==> src/rtl/wrrsp_pkg.sv <==
`timescale 1ns / 1ps

package wrrsp_pkg;

    // defaults for the top level parameters
    localparam int MAX_CONNECTIONS_DEF = 8;
    localparam int WEIGHT_BITS_DEF     = 8;

    // fixed field widths of the word and the result
    localparam int ACTION_W     = 2;
    localparam int MASK_W       = 8;
    localparam int WINDOW_W     = 16;
    localparam int TARGET_W     = 3;
    localparam int NEW_WEIGHT_W = 8;
    localparam int CHOSEN_W     = 3;
    localparam int ACTIVE_W     = 4;
    localparam int COUNT_W      = 16;

    // configuration register indexes (paddr[2])
    localparam logic REG_PICK_MODE = 1'b0;
    localparam logic REG_ACTIVE    = 1'b1;

    typedef enum logic [ACTION_W-1:0] {
        ACT_PICK       = 2'd0,
        ACT_SET_WEIGHT = 2'd1,
        ACT_ALL_ONE    = 2'd2,
        ACT_RELOAD     = 2'd3
    } action_t;

    localparam int PC_W = 5;
    typedef logic [PC_W-1:0] pc_t;

    typedef enum logic [3:0] {
        OP_NOP,
        OP_LOAD,
        OP_SETW,
        OP_CLR_IDX,
        OP_WONE,
        OP_RELOAD_STEP,
        OP_SUM_STEP,
        OP_SET_CSUM,
        OP_IDX_OWNER,
        OP_MUL,
        OP_DIV_START,
        OP_KEEP,
        OP_WALK_INIT,
        OP_VISIT,
        OP_FINE_END,
        OP_DONE
    } op_t;

    typedef enum logic [2:0] {
        J_NEXT,
        J_GOTO,
        J_IF,
        J_DISPATCH,
        J_WAIT_IN,
        J_WAIT_OUT
    } jmp_t;

    typedef enum logic [2:0] {
        C_NONE,
        C_IDX_MORE,
        C_OWNER_NONE,
        C_DIV_BUSY,
        C_KEEP,
        C_CSUM_NZ,
        C_VISIT_MORE
    } cond_t;

    typedef struct packed {
        op_t   op;
        jmp_t  jmp;
        cond_t cond;
        pc_t   target;
    } uword_t;

    // program labels
    localparam pc_t P_IDLE     = 5'd0;
    localparam pc_t P_DISP     = 5'd1;
    localparam pc_t P_SETW     = 5'd2;
    localparam pc_t P_ALL1     = 5'd3;
    localparam pc_t P_ALL1_LP  = 5'd4;
    localparam pc_t P_ALL1_END = 5'd5;
    localparam pc_t P_RLD      = 5'd6;
    localparam pc_t P_RLD_LP   = 5'd7;
    localparam pc_t P_RLD_END  = 5'd8;
    localparam pc_t P_COARSE   = 5'd9;
    localparam pc_t P_SUM      = 5'd10;
    localparam pc_t P_SUM_LP   = 5'd11;
    localparam pc_t P_OWNER    = 5'd12;
    localparam pc_t P_MUL      = 5'd13;
    localparam pc_t P_DIV      = 5'd14;
    localparam pc_t P_DIV_WAIT = 5'd15;
    localparam pc_t P_KEEP     = 5'd16;
    localparam pc_t P_FINE     = 5'd17;
    localparam pc_t P_FRLD     = 5'd18;
    localparam pc_t P_FRLD_LP  = 5'd19;
    localparam pc_t P_FRLD_END = 5'd20;
    localparam pc_t P_WALK     = 5'd21;
    localparam pc_t P_VISIT    = 5'd22;
    localparam pc_t P_FEND     = 5'd23;
    localparam pc_t P_DONE     = 5'd24;

    function automatic uword_t mk(input op_t op, input jmp_t jmp, input cond_t cond,
                                  input pc_t target);
        uword_t w;
        w.op     = op;
        w.jmp    = jmp;
        w.cond   = cond;
        w.target = target;
        return w;
    endfunction

    function automatic uword_t ucode_rom(input pc_t pc);
        uword_t w;
        unique case (pc)
            P_IDLE:     w = mk(OP_LOAD,        J_WAIT_IN,  C_NONE,       P_IDLE);
            P_DISP:     w = mk(OP_NOP,         J_DISPATCH, C_NONE,       P_IDLE);
            P_SETW:     w = mk(OP_SETW,        J_GOTO,     C_NONE,       P_DONE);
            P_ALL1:     w = mk(OP_CLR_IDX,     J_NEXT,     C_NONE,       P_IDLE);
            P_ALL1_LP:  w = mk(OP_WONE,        J_IF,       C_IDX_MORE,   P_ALL1_LP);
            P_ALL1_END: w = mk(OP_NOP,         J_GOTO,     C_NONE,       P_DONE);
            P_RLD:      w = mk(OP_CLR_IDX,     J_NEXT,     C_NONE,       P_IDLE);
            P_RLD_LP:   w = mk(OP_RELOAD_STEP, J_IF,       C_IDX_MORE,   P_RLD_LP);
            P_RLD_END:  w = mk(OP_SET_CSUM,    J_GOTO,     C_NONE,       P_DONE);
            P_COARSE:   w = mk(OP_NOP,         J_IF,       C_OWNER_NONE, P_FINE);
            P_SUM:      w = mk(OP_CLR_IDX,     J_NEXT,     C_NONE,       P_IDLE);
            P_SUM_LP:   w = mk(OP_SUM_STEP,    J_IF,       C_IDX_MORE,   P_SUM_LP);
            P_OWNER:    w = mk(OP_IDX_OWNER,   J_NEXT,     C_NONE,       P_IDLE);
            P_MUL:      w = mk(OP_MUL,         J_NEXT,     C_NONE,       P_IDLE);
            P_DIV:      w = mk(OP_DIV_START,   J_NEXT,     C_NONE,       P_IDLE);
            P_DIV_WAIT: w = mk(OP_NOP,         J_IF,       C_DIV_BUSY,   P_DIV_WAIT);
            P_KEEP:     w = mk(OP_KEEP,        J_IF,       C_KEEP,       P_DONE);
            P_FINE:     w = mk(OP_NOP,         J_IF,       C_CSUM_NZ,    P_WALK);
            P_FRLD:     w = mk(OP_CLR_IDX,     J_NEXT,     C_NONE,       P_IDLE);
            P_FRLD_LP:  w = mk(OP_RELOAD_STEP, J_IF,       C_IDX_MORE,   P_FRLD_LP);
            P_FRLD_END: w = mk(OP_SET_CSUM,    J_NEXT,     C_NONE,       P_IDLE);
            P_WALK:     w = mk(OP_WALK_INIT,   J_NEXT,     C_NONE,       P_IDLE);
            P_VISIT:    w = mk(OP_VISIT,       J_IF,       C_VISIT_MORE, P_VISIT);
            P_FEND:     w = mk(OP_FINE_END,    J_NEXT,     C_NONE,       P_IDLE);
            P_DONE:     w = mk(OP_DONE,        J_WAIT_OUT, C_NONE,       P_IDLE);
            default:    w = mk(OP_NOP,         J_GOTO,     C_NONE,       P_IDLE);
        endcase
        return w;
    endfunction

endpackage

==> src/rtl/weighted_round_robin_sender_picker_unit.sv <==
`timescale 1ns / 1ps

// channel | handshake                 | payload
// --------+---------------------------+------------------------------------------------
// req     | req_valid / req_ready     | action, pending_mask, send_window,
//         |                           | target_connection, new_weight
// rsp     | rsp_valid / rsp_ready     | granted, chosen_connection
// apb     | psel penable pwrite pready| paddr, pwdata, prdata (0: pick_mode, 4: active)
//
// One word at a time, run by a microcode program (step counter + ROM).
// Set weight writes one entry; set-all / reload walk all connections; fine pick visits
// up to N, plus a reload pass when credits are out; coarse pick with no owner goes to fine
// pick, else sums weights, multiplies and divides, then grants the kept owner or picks fine.
// Reset: weights 1, credits 0, cursor at the last active connection; no clearing pass.
// A finished result sits in the rsp register; the next word is taken meanwhile and only
// the DONE step waits for that register to free up.
module weighted_round_robin_sender_picker_unit import wrrsp_pkg::*;
#(
    parameter int MAX_CONNECTIONS = MAX_CONNECTIONS_DEF,
    parameter int WEIGHT_BITS     = WEIGHT_BITS_DEF
)
(
    input  logic                    clk,
    input  logic                    rst_n,
    input  logic                    req_valid,
    output logic                    req_ready,
    input  logic [ACTION_W-1:0]     action,
    input  logic [MASK_W-1:0]       pending_mask,
    input  logic [WINDOW_W-1:0]     send_window,
    input  logic [TARGET_W-1:0]     target_connection,
    input  logic [NEW_WEIGHT_W-1:0] new_weight,
    output logic                    rsp_valid,
    input  logic                    rsp_ready,
    output logic                    granted,
    output logic [CHOSEN_W-1:0]     chosen_connection,
    input  logic                    psel,
    input  logic                    penable,
    input  logic                    pwrite,
    input  logic [2:0]              paddr,
    input  logic [31:0]             pwdata,
    output logic [31:0]             prdata,
    output logic                    pready
);

    localparam int IDX_W   = $clog2(MAX_CONNECTIONS);
    localparam int NW      = $clog2(MAX_CONNECTIONS + 1);
    localparam int SUM_W   = WEIGHT_BITS + IDX_W;
    localparam int PROD_W  = WINDOW_W + WEIGHT_BITS;
    localparam int CMP_W   = ((NW > ACTIVE_W) ? NW : ACTIVE_W) + 1;
    localparam int RESET_N = (MAX_CONNECTIONS < 8) ? MAX_CONNECTIONS : 8;
    localparam logic [IDX_W-1:0] RESET_CURSOR = IDX_W'(RESET_N - 1);

    // sequencer
    pc_t    pc_reg, pc_next;
    uword_t uop;
    logic   cond_true;

    // configuration
    logic                mode_reg;
    logic [ACTIVE_W-1:0] active_reg;

    // captured word
    action_t               action_reg;
    logic [MASK_W-1:0]     mask_reg, mask_next;
    logic [WINDOW_W-1:0]   window_reg, window_next;
    logic [TARGET_W-1:0]   target_reg, target_next;
    logic [WEIGHT_BITS-1:0] wt_reg, wt_next;
    action_t               action_next;

    // tables and scheduler state
    logic [WEIGHT_BITS-1:0] weight_reg [MAX_CONNECTIONS];
    logic [WEIGHT_BITS-1:0] weight_next [MAX_CONNECTIONS];
    logic [WEIGHT_BITS-1:0] credit_reg [MAX_CONNECTIONS];
    logic [WEIGHT_BITS-1:0] credit_next [MAX_CONNECTIONS];
    logic [SUM_W-1:0]       csum_reg, csum_next;
    logic [IDX_W-1:0]       cursor_reg, cursor_next;
    logic                   owner_valid_reg, owner_valid_next;
    logic [IDX_W-1:0]       owner_reg, owner_next;
    logic [COUNT_W-1:0]     consec_reg, consec_next;

    // datapath scratch
    logic [IDX_W-1:0]  idx_reg, idx_next;
    logic [NW-1:0]     cnt_reg, cnt_next;
    logic [SUM_W-1:0]  acc_reg, acc_next;
    logic [PROD_W-1:0] prod_reg, prod_next;
    logic              grant_reg, grant_next;
    logic [IDX_W-1:0]  who_reg, who_next;

    // result register
    logic                rsp_valid_reg, rsp_valid_next;
    logic                granted_reg, granted_next;
    logic [CHOSEN_W-1:0] chosen_reg, chosen_next;

    // helpers
    logic                   req_fire;
    logic                   out_free;
    logic [CMP_W-1:0]       act_ext;
    logic [CMP_W-1:0]       n_cmp;
    logic [MAX_CONNECTIONS-1:0] pend_vec;
    logic [CMP_W-1:0]       cur_inc;
    logic [IDX_W-1:0]       cur;
    logic                   had_credit;
    logic                   visit_more;
    logic [WEIGHT_BITS-1:0] wt_idx;
    logic                   idx_in_rot;
    logic                   idx_more;
    logic [PROD_W-1:0]      lim;
    logic                   keep;
    logic                   div_start;
    logic                   div_busy;
    logic [PROD_W-1:0]      div_quo;

    assign uop       = ucode_rom(pc_reg);
    assign req_ready = (uop.jmp == J_WAIT_IN);
    assign req_fire  = req_valid && req_ready;
    assign out_free  = !rsp_valid_reg || rsp_ready;
    assign div_start = (uop.op == OP_DIV_START);
    assign pready    = 1'b1;

    wrrsp_div #(
        .DIVIDEND_W (PROD_W),
        .DIVISOR_W  (SUM_W)
    ) u_div (
        .clk      (clk),
        .rst_n    (rst_n),
        .start    (div_start),
        .dividend (prod_reg),
        .divisor  (acc_reg),
        .busy     (div_busy),
        .quotient (div_quo)
    );

    // active count clamped to 1..MAX_CONNECTIONS
    always_comb
    begin
        act_ext = CMP_W'(active_reg);
        if (act_ext == '0)
        begin
            n_cmp = CMP_W'(1);
        end
        else if (act_ext > CMP_W'(MAX_CONNECTIONS))
        begin
            n_cmp = CMP_W'(MAX_CONNECTIONS);
        end
        else
        begin
            n_cmp = act_ext;
        end
    end

    always_comb
    begin
        for (int i = 0; i < MAX_CONNECTIONS; i++)
        begin
            pend_vec[i] = (i < MASK_W) ? mask_reg[3'(i)] : 1'b0;
        end
    end

    always_comb
    begin
        cur_inc    = CMP_W'(cursor_reg) + CMP_W'(1);
        cur        = (cur_inc >= n_cmp) ? '0 : IDX_W'(cur_inc);
        had_credit = credit_reg[cur] != '0;
        visit_more = !((pend_vec[cur] && had_credit) ||
                       (CMP_W'(cnt_reg) + CMP_W'(1) >= n_cmp));
        wt_idx     = weight_reg[idx_reg];
        idx_in_rot = CMP_W'(idx_reg) < n_cmp;
        idx_more   = idx_reg != IDX_W'(MAX_CONNECTIONS - 1);
        // zero weight sum gives a zero block length
        lim        = (acc_reg == '0) ? '0 : div_quo;
        keep       = (PROD_W'(consec_reg) < lim) && pend_vec[owner_reg];
    end

    always_comb
    begin
        case (uop.cond)
            C_IDX_MORE:   cond_true = idx_more;
            C_OWNER_NONE: cond_true = !owner_valid_reg;
            C_DIV_BUSY:   cond_true = div_busy;
            C_KEEP:       cond_true = keep;
            C_CSUM_NZ:    cond_true = csum_reg != '0;
            C_VISIT_MORE: cond_true = visit_more;
            default:      cond_true = 1'b0;
        endcase
    end

    always_comb
    begin
        unique case (uop.jmp)
            J_NEXT:     pc_next = pc_reg + pc_t'(1);
            J_GOTO:     pc_next = uop.target;
            J_IF:       pc_next = cond_true ? uop.target : pc_reg + pc_t'(1);
            J_WAIT_IN:  pc_next = req_fire ? pc_reg + pc_t'(1) : pc_reg;
            J_WAIT_OUT: pc_next = out_free ? uop.target : pc_reg;
            J_DISPATCH:
            begin
                unique case (action_reg)
                    ACT_SET_WEIGHT: pc_next = P_SETW;
                    ACT_ALL_ONE:    pc_next = P_ALL1;
                    ACT_RELOAD:     pc_next = P_RLD;
                    ACT_PICK:       pc_next = mode_reg ? P_COARSE : P_FINE;
                    default:        pc_next = P_FINE;
                endcase
            end
            default:    pc_next = P_IDLE;
        endcase
    end

    // datapath driven by the control word
    always_comb
    begin
        action_next      = action_reg;
        mask_next        = mask_reg;
        window_next      = window_reg;
        target_next      = target_reg;
        wt_next          = wt_reg;
        weight_next      = weight_reg;
        credit_next      = credit_reg;
        csum_next        = csum_reg;
        cursor_next      = cursor_reg;
        owner_valid_next = owner_valid_reg;
        owner_next       = owner_reg;
        consec_next      = consec_reg;
        idx_next         = idx_reg;
        cnt_next         = cnt_reg;
        acc_next         = acc_reg;
        prod_next        = prod_reg;
        grant_next       = grant_reg;
        who_next         = who_reg;
        granted_next     = granted_reg;
        chosen_next      = chosen_reg;
        rsp_valid_next   = rsp_valid_reg && !rsp_ready;

        unique case (uop.op)
            OP_LOAD:
            begin
                if (req_fire)
                begin
                    action_next = action_t'(action);
                    mask_next   = pending_mask;
                    window_next = send_window;
                    target_next = target_connection;
                    wt_next     = WEIGHT_BITS'(new_weight);
                    grant_next  = 1'b0;
                    who_next    = '0;
                end
            end
            OP_SETW:
            begin
                if (int'(target_reg) < MAX_CONNECTIONS)
                begin
                    weight_next[IDX_W'(target_reg)] = wt_reg;
                end
            end
            OP_CLR_IDX:
            begin
                idx_next = '0;
                acc_next = '0;
            end
            OP_WONE:
            begin
                weight_next[idx_reg] = WEIGHT_BITS'(1);
                idx_next = idx_reg + IDX_W'(1);
            end
            OP_RELOAD_STEP:
            begin
                credit_next[idx_reg] = wt_idx;
                if (idx_in_rot)
                begin
                    acc_next = acc_reg + SUM_W'(wt_idx);
                end
                idx_next = idx_reg + IDX_W'(1);
            end
            OP_SUM_STEP:
            begin
                if (idx_in_rot)
                begin
                    acc_next = acc_reg + SUM_W'(wt_idx);
                end
                idx_next = idx_reg + IDX_W'(1);
            end
            OP_SET_CSUM:
            begin
                csum_next = acc_reg;
            end
            OP_IDX_OWNER:
            begin
                idx_next = owner_reg;
            end
            OP_MUL:
            begin
                prod_next = PROD_W'(window_reg) * PROD_W'(wt_idx);
            end
            OP_KEEP:
            begin
                if (consec_reg != '1)
                begin
                    consec_next = consec_reg + COUNT_W'(1);
                end
                if (keep)
                begin
                    grant_next = 1'b1;
                    who_next   = owner_reg;
                end
            end
            OP_WALK_INIT:
            begin
                cnt_next = '0;
            end
            OP_VISIT:
            begin
                cursor_next = cur;
                who_next    = cur;
                cnt_next    = cnt_reg + NW'(1);
                if (had_credit)
                begin
                    credit_next[cur] = credit_reg[cur] - WEIGHT_BITS'(1);
                    if (csum_reg != '0)
                    begin
                        csum_next = csum_reg - SUM_W'(1);
                    end
                end
            end
            OP_FINE_END:
            begin
                grant_next = pend_vec[who_reg];
                if (mode_reg)
                begin
                    owner_valid_next = pend_vec[who_reg];
                    if (pend_vec[who_reg])
                    begin
                        owner_next  = who_reg;
                        consec_next = COUNT_W'(1);
                    end
                    else
                    begin
                        consec_next = '0;
                    end
                end
            end
            OP_DONE:
            begin
                if (out_free)
                begin
                    rsp_valid_next = 1'b1;
                    granted_next   = grant_reg;
                    chosen_next    = grant_reg ? CHOSEN_W'(who_reg) : '0;
                end
            end
            default:
            begin
            end
        endcase
    end

    always_ff @(posedge clk or negedge rst_n)
    begin
        if (!rst_n)
        begin
            pc_reg          <= P_IDLE;
            mode_reg        <= 1'b0;
            active_reg      <= ACTIVE_W'(8);
            csum_reg        <= '0;
            cursor_reg      <= RESET_CURSOR;
            owner_valid_reg <= 1'b0;
            owner_reg       <= '0;
            consec_reg      <= '0;
            rsp_valid_reg   <= 1'b0;
            for (int i = 0; i < MAX_CONNECTIONS; i++)
            begin
                weight_reg[i] <= WEIGHT_BITS'(1);
                credit_reg[i] <= '0;
            end
        end
        else
        begin
            pc_reg          <= pc_next;
            csum_reg        <= csum_next;
            cursor_reg      <= cursor_next;
            owner_valid_reg <= owner_valid_next;
            owner_reg       <= owner_next;
            consec_reg      <= consec_next;
            rsp_valid_reg   <= rsp_valid_next;
            weight_reg      <= weight_next;
            credit_reg      <= credit_next;
            if (psel && penable && pwrite)
            begin
                unique case (paddr[2])
                    REG_PICK_MODE: mode_reg   <= pwdata[0];
                    REG_ACTIVE:    active_reg <= pwdata[ACTIVE_W-1:0];
                    default:
                    begin
                    end
                endcase
            end
        end
    end

    always_ff @(posedge clk)
    begin
        action_reg  <= action_next;
        mask_reg    <= mask_next;
        window_reg  <= window_next;
        target_reg  <= target_next;
        wt_reg      <= wt_next;
        idx_reg     <= idx_next;
        cnt_reg     <= cnt_next;
        acc_reg     <= acc_next;
        prod_reg    <= prod_next;
        grant_reg   <= grant_next;
        who_reg     <= who_next;
        granted_reg <= granted_next;
        chosen_reg  <= chosen_next;
    end

    always_comb
    begin
        unique case (paddr[2])
            REG_PICK_MODE: prdata = {31'b0, mode_reg};
            REG_ACTIVE:    prdata = {{(32 - ACTIVE_W){1'b0}}, active_reg};
            default:       prdata = '0;
        endcase
    end

    assign rsp_valid         = rsp_valid_reg;
    assign granted           = granted_reg;
    assign chosen_connection = chosen_reg;

`ifndef ASSERT_OFF
    a_div_only_in_wait: assert property (@(posedge clk) disable iff (!rst_n)
        div_busy |-> (pc_reg == P_DIV_WAIT))
        else $error("divider busy outside its wait step");

    a_div_starts: assert property (@(posedge clk) disable iff (!rst_n)
        (uop.op == OP_DIV_START) |=> div_busy)
        else $error("divider did not start");

    a_done_holds: assert property (@(posedge clk) disable iff (!rst_n)
        (uop.op == OP_DONE && rsp_valid_reg && !rsp_ready) |=> (pc_reg == P_DONE))
        else $error("result step left while rsp register still full");

    a_visit_bound: assert property (@(posedge clk) disable iff (!rst_n)
        (uop.op == OP_VISIT) |-> (CMP_W'(cnt_reg) < n_cmp))
        else $error("rotation walk visited more than the active connections");
`endif

endmodule

==> src/rtl/wrrsp_div.sv <==
`timescale 1ns / 1ps

// Restoring divider, one quotient bit per cycle.
module wrrsp_div import wrrsp_pkg::*;
#(
    parameter int DIVIDEND_W = WINDOW_W + WEIGHT_BITS_DEF,
    parameter int DIVISOR_W  = WEIGHT_BITS_DEF + 3
)
(
    input  logic                  clk,
    input  logic                  rst_n,
    input  logic                  start,
    input  logic [DIVIDEND_W-1:0] dividend,
    input  logic [DIVISOR_W-1:0]  divisor,
    output logic                  busy,
    output logic [DIVIDEND_W-1:0] quotient
);

    localparam int STEP_W = $clog2(DIVIDEND_W + 1);

    logic                  busy_reg, busy_next;
    logic [STEP_W-1:0]     step_reg, step_next;
    logic [DIVIDEND_W-1:0] quo_reg, quo_next;
    logic [DIVISOR_W-1:0]  rem_reg, rem_next;
    logic [DIVISOR_W-1:0]  dvs_reg, dvs_next;
    logic [DIVISOR_W:0]    trial;
    logic [DIVISOR_W:0]    diff;
    logic                  fits;

    always_comb
    begin
        trial = {rem_reg, quo_reg[DIVIDEND_W-1]};
        diff  = trial - {1'b0, dvs_reg};
        fits  = trial >= {1'b0, dvs_reg};

        busy_next = busy_reg;
        step_next = step_reg;
        quo_next  = quo_reg;
        rem_next  = rem_reg;
        dvs_next  = dvs_reg;
        if (start)
        begin
            busy_next = 1'b1;
            step_next = STEP_W'(DIVIDEND_W);
            quo_next  = dividend;
            rem_next  = '0;
            dvs_next  = divisor;
        end
        else if (busy_reg)
        begin
            rem_next  = fits ? diff[DIVISOR_W-1:0] : trial[DIVISOR_W-1:0];
            quo_next  = {quo_reg[DIVIDEND_W-2:0], fits};
            step_next = step_reg - STEP_W'(1);
            if (step_reg == STEP_W'(1))
            begin
                busy_next = 1'b0;
            end
        end
    end

    always_ff @(posedge clk or negedge rst_n)
    begin
        if (!rst_n)
        begin
            busy_reg <= 1'b0;
            step_reg <= '0;
        end
        else
        begin
            busy_reg <= busy_next;
            step_reg <= step_next;
        end
    end

    always_ff @(posedge clk)
    begin
        quo_reg <= quo_next;
        rem_reg <= rem_next;
        dvs_reg <= dvs_next;
    end

    assign busy     = busy_reg;
    assign quotient = quo_reg;

endmodule
==> config.mk <==
export PLATFORM = sky130hd
export DESIGN_NAME = weighted_round_robin_sender_picker_unit
export DESIGN_NICKNAME = d
export VERILOG_FILES = /design/src/rtl/wrrsp_pkg.sv /design/src/rtl/weighted_round_robin_sender_picker_unit.sv /design/src/rtl/wrrsp_div.sv
export SDC_FILE = /design/constraint.sdc
export NUM_CORES = 1
export LEC_CHECK = 0
export ABC_AREA = 1
export BUFFER_PORTS_ARGS = -buffer_cell sky130_fd_sc_hd__buf_4
export CORE_AREA = 2 2 176 221
export CTS_CLUSTER_SIZE = 30
export DETAILED_ROUTE_END_ITERATION = 7
export DIE_AREA = 0 0 178 223
export PLACE_DENSITY = 0.84
export SETUP_SLACK_MARGIN = 0.15
export SLEW_MARGIN = 10
export SYNTH_ARGS = -nofsm -noshare
export SYNTH_HDL_FRONTEND = slang
export SYNTH_HIERARCHICAL = 1
export SYNTH_SLANG_ARGS = --single-unit
export TNS_END_PERCENT = 30
==> constraint.sdc <==
create_clock -name clk -period 6.2 [get_ports clk]
set_input_delay 0 -clock clk [delete_from_list [all_inputs] [get_ports clk]]
set_output_delay 0 -clock clk [all_outputs]
set_load 0.005 [all_outputs]
Word-level counts from Yosys, hierarchy flattened
Memories as Yosys holds them, arrays and structs flattened.
Index checks and enable logic that the tools add are counted.
{"block": "classes", "add_sub_neg": 11, "magnitude_cmp": 15, "bitwise": 7, "n_eq_ne": 41, "n_reduce_logical": 46, "mul": 1, "mux": 63}
{"cell": "one-hot mux 64 bit (2 select lines)", "count": 2}
{"cell": "bitwise mux 64 bit", "count": 3}
{"cell": "demux 8 bit (select 3 bit)", "count": 3}
{"cell": "2-to-1 mux 24 bit", "count": 3}
{"cell": "2-to-1 mux 64 bit", "count": 1}
{"cell": "one-hot mux 32 bit (2 select lines)", "count": 1}
{"cell": "AND 56 bit", "count": 1}
{"cell": "2-to-1 mux 8 bit", "count": 7}
{"cell": "NOT 56 bit", "count": 1}
{"cell": "binary-select mux 8 bit (select 3 bit)", "count": 2}
{"cell": "2-to-1 mux 11 bit", "count": 4}
{"cell": "one-hot mux 11 bit (2 select lines)", "count": 2}
{"cell": "== test 4 bit, second input constant", "count": 8}
{"cell": "2-to-1 mux 16 bit", "count": 2}
{"cell": "one-hot mux 16 bit (2 select lines)", "count": 1}
{"cell": "2-to-1 mux 5 bit", "count": 6}
{"cell": "one-hot mux 5 bit (6 select lines)", "count": 1}
{"cell": "less-than comparator 16 x 24 -> 1 bit", "count": 1}
{"cell": "multiplier 16 x 8 -> 24 bit", "count": 1}
{"cell": "one-hot mux 5 bit (4 select lines)", "count": 1}
{"cell": "one-hot mux 3 bit (3 select lines)", "count": 2}
{"cell": "adder 16 x 1 -> 16 bit, second input constant", "count": 1}
{"cell": "== test 4 x 3 -> 1 bit, second input constant", "count": 4}
{"cell": "inequality test 16 bit, second input constant", "count": 1}
{"cell": "54 further kinds", "count": 125}
{"block": "totals", "mem_count": 1, "out_inout_bits": 39, "word_cells": 228, "regBits": 308, "rom_bits": 480, "inputBits": 79}
{"name": "(no name shown)", "depth": 32, "width": 15, "rd": 1, "rd_clocked_by_memory_dff": 0, "write_ports": 0, "line": "wrrsp_pkg.sv:117", "rtl": "unique case (pc)"}

Longest topological paths before layout
{"block": "logic_depth", "word_depth": 16, "ltp_mapped": 30, "mapped_depth_nobuf": 29}

Modules after synthesis
The synthesis kept the hierarchy.
{"module": "weighted_round_robin_sender_picker_unit", "area_each_um2": 18174.9, "instances": 1, "cells_per_inst": 2201, "seq_area_each_um2": 6836.6}
{"module": "wrrsp_div", "area_each_um2": 2979.1, "instances": 1, "cells_per_inst": 361, "seq_area_each_um2": 1421.4}

Worst setup path before layout
OpenSTA, ideal clock, no wires.
{"block": "synth_path", "kind": "reg-to-reg", "startpoint": "register idx_reg[0]", "endpoint": "register prod_reg[23] (data pin)", "setup_time_ns": 0.260, "arrival_ns": 5.871, "path_slack_ns": 0.069, "required_ns": 5.940, "n_path_buf": 3, "stages_incl_launch_ff": 29, "synth_period_minus_slack_ns": 6.131, "cell_sequence": "edfxtp_1 > clkbuf_1 > nand2_1 > o22ai_1 > a221oi_1 > nand2_1 > inv_1 > clkbuf_1 > buf_1 > nor2_1 > fa_1 > fa_1 > inv_1 > fa_1 > fa_1 > inv_1 > ha_1 > a21oi_1 > o21ai_1 > a21o_1 > a21boi_0 > o21ai_1 > a21oi_1 > o21ai_1 > nand2_1 > nand2_1 > nand2_1 > nand2_1 > xor2_1"}
{"block": "synth_between", "elab_chain_len": 5}
{"element": "from (decl)", "line": "weighted_round_robin_sender_picker_unit.sv:82", "rtl": "logic [IDX_W-1:0] idx_reg, idx_next;"}
{"element": "from (signal assigned)", "line": "weighted_round_robin_sender_picker_unit.sv:406", "rtl": "idx_reg <= idx_next;"}
{"element": "NOT 3 -> 4 bit (implied by the code)", "line": "weighted_round_robin_sender_picker_unit.sv:166", "rtl": "wt_idx = weight_reg[idx_reg];"}
{"element": "binary-select mux 8 bit (select 3 bit)", "line": "weighted_round_robin_sender_picker_unit.sv:166"}
{"element": "2-to-1 mux 8 bit (implied by the code) (2 in a row)", "line": "weighted_round_robin_sender_picker_unit.sv:166"}
{"element": "multiplier 16 x 8 -> 24 bit", "line": "weighted_round_robin_sender_picker_unit.sv:292", "rtl": "prod_next = PROD_W'(window_reg) * PROD_W'(wt_idx);"}
{"element": "to (signal assigned)", "line": "weighted_round_robin_sender_picker_unit.sv:409", "rtl": "prod_reg <= prod_next;"}
{"element": "to (decl)", "line": "weighted_round_robin_sender_picker_unit.sv:85", "rtl": "logic [PROD_W-1:0] prod_reg, prod_next;"}
Every way passes these cells. The select of a mux whose other input is x is not followed.
A chain may end at the register's enable or synchronous reset.

Worst setup path in the final report
Ends and elaborated chain as after synthesis.

==> results_dict.tcl <==
set metrics [dict create \
    start_kind "flop" \
    routed-wl-met2_um 29100 \
    r2r-end "prod_reg[23]$_DFFE_PN_" \
    cts_tree "yes" \
    vias_per_cell 5.83 \
    layout_commonest_cell "nand2_1" \
    seqCellArea_mm2 0.00826 \
    drc 0 \
    synthArstFlopShare_pct 58.1 \
    cp_slowest_cell "fa_1" \
    dpl.hpwl_um 41700 \
    slew_viol_final 0 \
    max-cap-violations 0 \
    netlist_area_mm2 0.0212 \
    arrival_ps 6240 \
    drive_above_1_share_pct 12.4 \
    antenna_found_initial 0 \
    fin_crit_sh_pct 96.1 \
    synthAdderAreaFrac_pct 14.4 \
    core_mm2 0.0377 \
    synth_top_family_by_area "simple AND/OR/NAND/NOR gates" \
    dp.cells 3091 \
    numClockSinks 308 \
    synth_compound_area_share_pct 12.6 \
    grt_usage_pct 29.0 \
    clock.fmax_mhz 168 \
    yosys.area_share.xor_xnor_pct 1.77 \
    cts-buffers-inserted 34 \
    drt-total-wl_um 57600 \
    reg2regPathDepth 26 \
    synth_top_area_share_pct 19.8 \
    critPathBufInv 4 \
    cts.reportedPaths.clkPinSlew_ps 60 \
    clk_path_buf_depth 3 \
    synth-edff-count 118 \
    required_ps 6480 \
    whs_path_depth 4 \
    synthMuxAreaShare_pct 0.106 \
    cp_max_fo 13 \
    syn_avg_cell_area_um2 8.26 \
    ff2ff_setup_slack_ps 240 \
    yosys_warnings 6 \
    clock_skew_ps 25.8 \
    cp_top_family "adder cells" \
    synth_cell_types 70 \
    rows 80 \
    drtIter0Drc 2066 \
    nets 2963 \
    setup_viol 0 \
    criticalPathCategory "reg -> reg" \
    synth-simple-area-share_pct 21.4 \
    period_minus_slack_ps 5960 \
    grt_remaining_overflow 0 \
    antenna_cells 0 \
    instances_no_fill 3210 \
    crit_path_end_kind "flop" \
    portBuffers 54 \
    grt_pass1_wl_um 91900 \
    syn_to_final_growth_pct 12.7 \
    gp_congestion 0.988 \
    finalHoldViolCount 0 \
    postLayoutCoreUtil_pct 63.2 \
    synth_area_leaders "dfrtp_1, edfxtp_1, nand2_1" \
    cp_common_cell "nand2_1" \
    cpPeakStageDelay_ps 520 \
    cts_root_buf "clkbuf_16" \
    first_pass_iters 7 \
    r2r-start "idx_reg[0]$_SDFFCE_PN0P_" \
    grt_pass1_vias 18800 \
    layout_common_cells "nand2_1, inv_1, nor2_1, dfrtp_1, edfxtp_1" \
    hp-class "in -> reg" \
    rsz0062_at_grt "yes" \
    hold_path.startpoint "penable" \
    synthCells 2562 \
    wl_per_cell_um 18.0 \
    grt_max_degree 113 \
    status "completed" \
    die_w_um 178 \
    synth-seq-cells 308 \
    dr_wl_met3_um 3990 \
    slew_headroom_pct 17.0 \
    cts-htree-levels 2 \
    seq_area_frac_synth_pct 39.0 \
    yosys.area.top_type "dfrtp_1" \
    whs_endpoint "active_reg[0]$_DFFE_PN0P_" \
    fp.dieH_um 223 \
    multi_input_area_mm2 0.0109 \
    nFillCells 2951 \
    ys.flop_type "dfrtp_1" \
    highest_layer "met4" \
    die_area_mm2 0.0397 \
    vias 18700 \
    clk_latency_ps 560 \
    worst_pin_slew_ps 1240 \
    ios 118 \
    start_util_pct 56.1 \
    m1WireLength_um 21200 \
    ant_nets 0 \
]
repair_timing:
action | 4_1_cts | 5_1_grt
endpoints found under the setup margin | 5 | 10
hold buffers | 46 | 0
pin swaps | 0 | 5
hold endpoints to repair | 148 | 0
buffers inserted | 1 | 10
resized for setup | 7 | 25
Yosys cell counts (31+ instances only):
| library cell | number |
|---|---|
| a21oi_1 | 99 |
| buf_4 | 38 |
| dfrtp_1 | 167 |
| edfxtp_1 | 118 |
| fa_1 | 86 |
| ha_1 | 106 |
| inv_1 | 407 |
| inv_2 | 40 |
| nand2_1 | 549 |
| nand3_1 | 101 |
| nand4_1 | 56 |
| nor2_1 | 205 |
| nor3_1 | 31 |
| o21ai_0 | 104 |
| o21ai_1 | 74 |
| o22ai_1 | 84 |
final cells by class:
class | instances | share of cell area [%]
Multi-Input combinational cell | 1742 | 45.6
Sequential cell | 308 | 34.6
Inverter | 452 | 7.14
Timing Repair Buffer | 154 | 5.40
Clock buffer | 46 | 4.01
Tap cell | 492 | 2.58
Clock inverter | 16 | 0.635
metrics by stage:
step           setup TNS (ps)  setup WS, ps  hold WS [ps]  area, µm²
2_1_floorplan               0           158          -296      21300
3_3_place_gp                0           161           178      22100
3_5_place_dp             -191          -156           179      22100
4_1_cts                     0           157          34.2      23700
5_1_grt                     0          79.4          84.9      23800
6_report                    0           244          44.9      23800
tightest hold or removal path, cell delays in order:
cell,delay [ps]
buf_4,100
and3_1,160
nand2_1,160
o21ai_0,100
worst max path at each step:
stage                                         from                      to  slack [ps]  cells after the start
after floorplan           idx_reg[0]$_SDFFCE_PN0P_  prod_reg[23]$_DFFE_PN_         160                     28
after global placement    idx_reg[0]$_SDFFCE_PN0P_  prod_reg[23]$_DFFE_PN_         160                     24
after detailed placement  idx_reg[0]$_SDFFCE_PN0P_  prod_reg[20]$_DFFE_PN_        -160                     23
after CTS                 idx_reg[0]$_SDFFCE_PN0P_  prod_reg[20]$_DFFE_PN_         160                     24
after global routing      idx_reg[1]$_SDFFCE_PN0P_  prod_reg[23]$_DFFE_PN_          80                     28
final                     idx_reg[0]$_SDFFCE_PN0P_  prod_reg[23]$_DFFE_PN_         240                     26
per-layer routing:
layer	GRT usage [%]	vias to the layer above
li1	-	8599
met1	34.6	8903
met2	50.2	976
met3	3.58	249
met4	16.6	0
met5	0	-
cells by family (layout without fill, tap and decap cells):
| group | after synthesis | after routing |
|---|---|---|
| compound gates | 452 | 452 |
| xor+xnor | 41 | 41 |
| fa+ha+maj | 192 | 192 |
| buf+inv | 539 | 668 |
| flops | 308 | 308 |
| mux | 2 | 2 |
| other cells | 2 | 29 |
| simple gates | 1026 | 1026 |
Power is left out: the tool's default activity adds up to more than one toggle a clock period on the data nets, which glitch-free logic cannot reach.
